--- config.mk ---
export PLATFORM = sky130hd
export DESIGN_NAME = mhpq_front
export DESIGN_NICKNAME = d
export VERILOG_FILES = /design/src/design/mhpq_pkg.sv /design/src/design/mhpq_front.sv
export SDC_FILE = /design/constraint.sdc
export NUM_CORES = 1
export LEC_CHECK = 0
export BUFFER_PORTS_ARGS = -buffer_cell sky130_fd_sc_hd__buf_2
export CAP_MARGIN = 20
export CELL_PAD_IN_SITES_DETAIL_PLACEMENT = 1
export CELL_PAD_IN_SITES_GLOBAL_PLACEMENT = 1
export CORE_ASPECT_RATIO = 0.75
export CORE_MARGIN = 10
export CORE_UTILIZATION = 40
export DETAILED_ROUTE_END_ITERATION = 7
export PLACE_DENSITY_LB_ADDON = 0.1
export SLEW_MARGIN = 20
export SYNTH_ARGS = -nofsm -noshare
export SYNTH_HDL_FRONTEND = slang
export SYNTH_SLANG_ARGS = --single-unit
--- constraint.sdc ---
create_clock -name i_clk -period 3.05 [get_ports i_clk]
set_input_delay 0.7625 -clock i_clk [delete_from_list [all_inputs] [get_ports i_clk]]
set_output_delay 0.7625 -clock i_clk [all_outputs]
set_load 0.005 [all_outputs]
--- src/design/mhpq_pkg.sv ---
// ============================================================================
// mhpq_pkg
// Shared types and codes for the binary max-heap priority queue.
// ============================================================================
package mhpq_pkg;

    typedef enum logic [2:0] {
        OP_INSERT  = 3'd0,
        OP_EXTRACT = 3'd1,
        OP_DELETE  = 3'd2,
        OP_PEEK    = 3'd3,
        OP_CLEAR   = 3'd4,
        OP_APPEND  = 3'd5,
        OP_BUILD   = 3'd6,
        OP_NOP     = 3'd7
    } t_opcode;

    typedef enum logic [1:0] {
        ST_OK    = 2'd0,
        ST_EMPTY = 2'd1,
        ST_FULL  = 2'd2,
        ST_RANGE = 2'd3
    } t_status;

    localparam logic [31:0] NEG_ONE = 32'hFFFF_FFFF;

    // request handed from the front end to the heap engine
    typedef struct packed {
        t_opcode     opcode;
        logic [31:0] key_value;
        logic [9:0]  position;
    } t_request;

    typedef enum logic [4:0] {
        S_IDLE,
        S_DISPATCH,
        S_UP_RD,
        S_UP_WAIT,
        S_UP_CMP,
        S_RM_RD,
        S_RM_WAIT,
        S_RM_WR,
        S_DN_RDL,
        S_DN_RDR,
        S_DN_WL,
        S_DN_CMP,
        S_DN_SWAP,
        S_PK_WAIT,
        S_PK_DONE,
        S_BLD_NEXT,
        S_DONE
    } t_state;

    function automatic logic key_gt(input logic [31:0] a, input logic [31:0] b);
        key_gt = $signed(a) > $signed(b);
    endfunction

endpackage

--- src/design/mhpq_front.sv ---
// ============================================================================
// mhpq_front
// Input stage and two-entry request queue feeding the heap engine.
// ============================================================================
module mhpq_front (
    input  logic                i_clk,
    input  logic                i_rst_n,
    input  logic                i_valid,
    output logic                o_stall,
    input  logic [2:0]          i_opcode,
    input  logic [31:0]         i_key_value,
    input  logic [9:0]          i_position,
    output logic                o_req_valid,
    input  logic                i_req_take,
    output mhpq_pkg::t_request  o_req
);

    mhpq_pkg::t_request r_q [2];
    logic               r_wp;
    logic               r_rp;
    logic [1:0]         r_cnt;
    logic               push;
    logic               pop;

    assign o_stall     = (r_cnt == 2'd2);
    assign push        = i_valid && !o_stall;
    assign o_req_valid = (r_cnt != 2'd0);
    assign pop         = o_req_valid && i_req_take;
    assign o_req       = r_q[r_rp];

    always_ff @(posedge i_clk) begin
        if (push) begin
            r_q[r_wp] <= '{opcode: mhpq_pkg::t_opcode'(i_opcode),
                           key_value: i_key_value, position: i_position};
        end
        if (!i_rst_n) begin
            r_wp  <= 1'b0;
            r_rp  <= 1'b0;
            r_cnt <= 2'd0;
        end else begin
            if (push) r_wp <= !r_wp;
            if (pop)  r_rp <= !r_rp;
            r_cnt <= r_cnt + {1'b0, push} - {1'b0, pop};
        end
    end

endmodule

# Word level (Yosys, flattened, before mapping)
# Memory sizes are Yosys's and may differ from the RTL's. A register that Yosys moved wholly into a read port is not among the register bits.
# Index checks and enable logic that the tools add are counted.
[totals]
ff_bits = 4
latchBits = 0
mem_bits_rw = 90
romBits = 0
in_bits = 49
n_memories = 1
[mem_list]
columns = ["name", "depth", "width", "rd", "rd_ports_with_merged_regs", "write_ports", "line_no", "rtl"]
rows = [
  ["r_q", 2, 45, 1, 1, 1, "mhpq_front.sv:18", "mhpq_pkg::t_request r_q [2];"],
]
[op_classes]
n_addsub = 2
mul = 0
div = 0
order_cmp = 0
n_eq_ne = 1
shifts = 0
muxes = 4
bitwise_logic = 0
reduce_logical = 6
[op_table]
columns = ["cell", "count"]
rows = [
  ["$mux 1", 4],
  ["$logic_not 1->1", 3],
  ["$add 2x1->2", 1],
  ["$eq 2x2->1 const B", 1],
  ["$logic_and 1x1->1", 2],
  ["$reduce_bool 2->1", 1],
  ["$sub 2x1->2", 1],
]

# Longest topological paths before layout
[logic_depth]
word_depth = 5
mapped_depth = 8

# Worst setup path before layout
# OpenSTA, ideal clock, no wires.
[synth_timing]
path_type = "input to register"
from = "input i_valid"
to = "memory r_q[0][0] (netlist bit), enable pin"
t_arrival_ns = 2.747
t_required_ns = 2.603
setup_slack_ns = -0.145
path_stages = 2
cell_sequence = "nand2_1 > nor2_1"
[synth_between]
elab_chain_len = 3
[synth_rtl]
columns = ["element", "line_no", "rtl"]
rows = [
  ["start: declaration", "mhpq_front.sv:8", "input logic i_valid,"],
  ["$logic_and 1x1->1", "mhpq_front.sv:26", "assign push = i_valid && !o_stall;"],
  ["$mux 1", "mhpq_front.sv:32", "if (push) begin"],
  ["$mux 1 (not written as such)", "mhpq_front.sv:33", "r_q[r_wp] <= '{opcode: mhpq_pkg::t_opcode'(i_opcode),"],
  ["end: declaration", "mhpq_front.sv:18", ""],
]
# No other way between the ends.

==> metrics.md <==
| Metric | Value |
|---|---|
| Switching Share | `23.95%` |
| Min-delay src | `r_rp` |
| CTS Root Cell | `clkbuf_16` |
| Worst-Skew Late Latency | `330 ps` |
| Share of layout cells above drive strength 1 | `between 50% and 60%` |
| Worst-path clk slew | `around 60 ps` |
| CTS tree | `done` |
| WL per Instance | `17.78 µm` |
| Initial antenna violation count | `1` |
| GP Congestion | `0.6386` |
| Syn Nets | `217` |
| Antenna diodes | `0` |
| Static Leak | `0.001822 µW` |
| Part of the power in registers | `46.8%` |
| First-pass GRT wire length | `a little over 10 mm` |
| Setup TNS | `0 ps` |
| Synth Area per Inst | `about 22 µm²` |
| # setup viols final | `0` |
| Fmax | `0.4246 GHz` |
| Yosys cell types | `18` |
| Crit. End Element | `output port` |
| Post-Route WL | `6.933 mm` |
| Worst reg2reg startpoint | `r_cnt[0]` |
| WHS Path Cells | `2` |
| Worst Path Max Fanout | `10` |
| Commonest cells post-synth | `edfxtp_1 (90), mux2_4 (40), dfxtp_1 (5), mux2_2 (5)` |
| Ys async rst share | `0%` |
| Sw Pwr | `about 880 µW` |
| Ys Warns | `0` |
| Die X | `130.8 µm` |
| Vias in the first global route | `between 2000 and 2500` |
| PortBufs | `95` |
| Clk_skew | `6.081 ps` |
| # rows | `30` |
| Required @ worst endpoint | `between 2000 and 2500 ps` |
| Crit path DAT | `1590 ps` |
| Worst hold path class | `reg2reg` |
| Outcome | `completed` |
| Register area share after synthesis | `about three quarters` |
| Number of flops mapped to enable cells by yosys | `90` |
| Initial detailed-routing violation count | `114` |
| Tightest Pin Transition | `543.0 ps` |
| Clock power share | `28.4%` |
| Slew headroom | `63.80%` |
| MaxCap Viol Count | `0` |
| Logic pwr share | `24.8%` |
| Max-slew violations | `0` |
| Total die area | `13490 µm²` |
| Top-count cell post-synth | `edfxtp_1` |
| Drt first pass iters | `4` |
| RSZ-0062 raised after global routing | `false` |
| Avg Vias per Cell | `~4.6` |
| Post-Syn Area | `3685 µm²` |
| Nets | `approximately 320` |
| Routed Antenna Nets | `0` |
| Tot GR Track Use | `10.37%` |
| Initial Util | `40.90%` |
| Dominant cells by area after synthesis | `edfxtp_1 (73%), mux2_4 (16%), dfxtp_1 (2.7%)` |
| Placeable Area | `9009 µm²` |
| WS Path Type | `reg2out` |
| Die height | `103.1 µm` |
| CTS max path bufs | `2` |
| Post-synth top area share | `around 73%` |
| Hold Vio Cnt, Final | `0` |
| Pwr/cell area | `between 800 and 900 nW/µm²` |
| Critical Path Start Type | `flop` |
| Maximum resistive drop on vdd | `0.3732 mV` |
| Post-Syn Instances | `166` |
| GRT overflow | `0` |
| Fin crit period | `2355 ps` |
| Largest net degree at the start of global routing | `26` |
| Clock sink total | `95` |
| Tcrit/Tclk final | `slightly below 80%` |
| Top_reg_cell synth | `edfxtp_1` |
| DRC viols | `0` |
| Vias | `1806` |
| CTS buffer count | `9` |
| Layout Utilization | `50.71%` |
| Ports | `96` |
| Worst Reg-to-Reg Cells | `8` |
| Post-CTS Setup Inserts | `0` |
| Cts hold-fix bufs | `0` |
| Area Overhead vs Synth | `23.97%` |
| #FFs+latches synth | `between 90 and 100` |
| Cell-internal power | `2790 µW` |
| Post-CTS resize count | `0` |
| H-tree Lvls | `3` |
| Final HPWL DP | `5.071 mm` |
| Leading area contributor after synthesis | `edfxtp_1` |
| Fill count | `873` |
power by group through the flow:
stage	logic (µW)	clock network, µW	registers [µW]
floorplan	659	0	1710
global placement	938	0	1740
detailed placement	938	0	1750
CTS	944	1080	1720
global route	1000	1140	1740
finish	912	1040	1720
metrics by stage:
step / cell area, µm² / total power (µW) / hold slack (ps) / setup WS [ps] / std cells
floorplan: 3687 / 2369 / 466.0 / 601.7 / 166
global placement: 4289 / 2679 / 501.5 / 999.7 / 374
detailed placement: 4289 / 2686 / 510.0 / 1000 / 374
CTS: 4568 / 3741 / 536.4 / 637.7 / 390
global route: 4568 / 3879 / 574.4 / 611.7 / 390
finish: 4568 / 3669 / 531.1 / 694.8 / 390
cells in the final DEF, fill, tap and decap left out, types with 2 or more instances in the layout:
cell / Yosys / final
buf_2: 0 / 95
ha_1: 2 / 2
nor2_1: 4 / 3
xnor2_1: 2 / 2
mux2_4: 40 / 40
inv_1: 3 / 3
buf_4: 0 / 4
clkbuf_16: 0 / 9
edfxtp_1: 90 / 90
nand2b_1: 2 / 2
clkbuf_1: 0 / 5
dfxtp_1: 5 / 4
nand2_1: 2 / 2
buf_12: 4 / 2
mux2_2: 5 / 5
logic make-up after synthesis:
kind of cell	synth area share [%]
AOI/OAI and AO/OA	0.2038
xor gates and xnor gates	0.7132
adders and majority gates	0.6790
buffers and inverters	2.784
DFF	76.06
muxes	18.10
and+or+nand+nor	1.460
sequential cells by signal (all words and copies together), names as in the netlist, named ones only:
register,count
r_q,90
r_cnt,2
r_rp,1
r_wp,1
layer usage:
layer	part of all wire (%)	track usage (%)	vias to the layer above
met2	48	16.83	63
met5	0.23	0	-
li1	-	-	850
met1	41	11.31	885
met4	0.52	3.581	2
met3	10	5.755	6
area by class of cell:
class | instances | area, µm² | area share (%)
Tap cell | 112 | 140.1 | 3.068
Clock buffer | 14 | 244.0 | 5.341
Sequential cell | 95 | 2804 | 61.38
Inverter | 3 | 11.26 | 0.2465
Multi-Input combinational cell | 63 | 788.3 | 17.26
Clock inverter | 2 | 35.03 | 0.7669
Timing Repair Buffer | 101 | 545.5 | 11.94
critical path, cell delays in order (launching register included):
cell     delay, ps
dfxtp_2        530
buf_4          290
mux2_4         320
buf_2          130
final timing paths:
check,to,slack (ps)
worst max-delay path,o_req[13],690
worst min-delay path,r_rp,530
worst min register to register,r_rp,530
worst max register to register,r_cnt[1],1390
No activity file was read; power rests on OpenSTA's default activity.
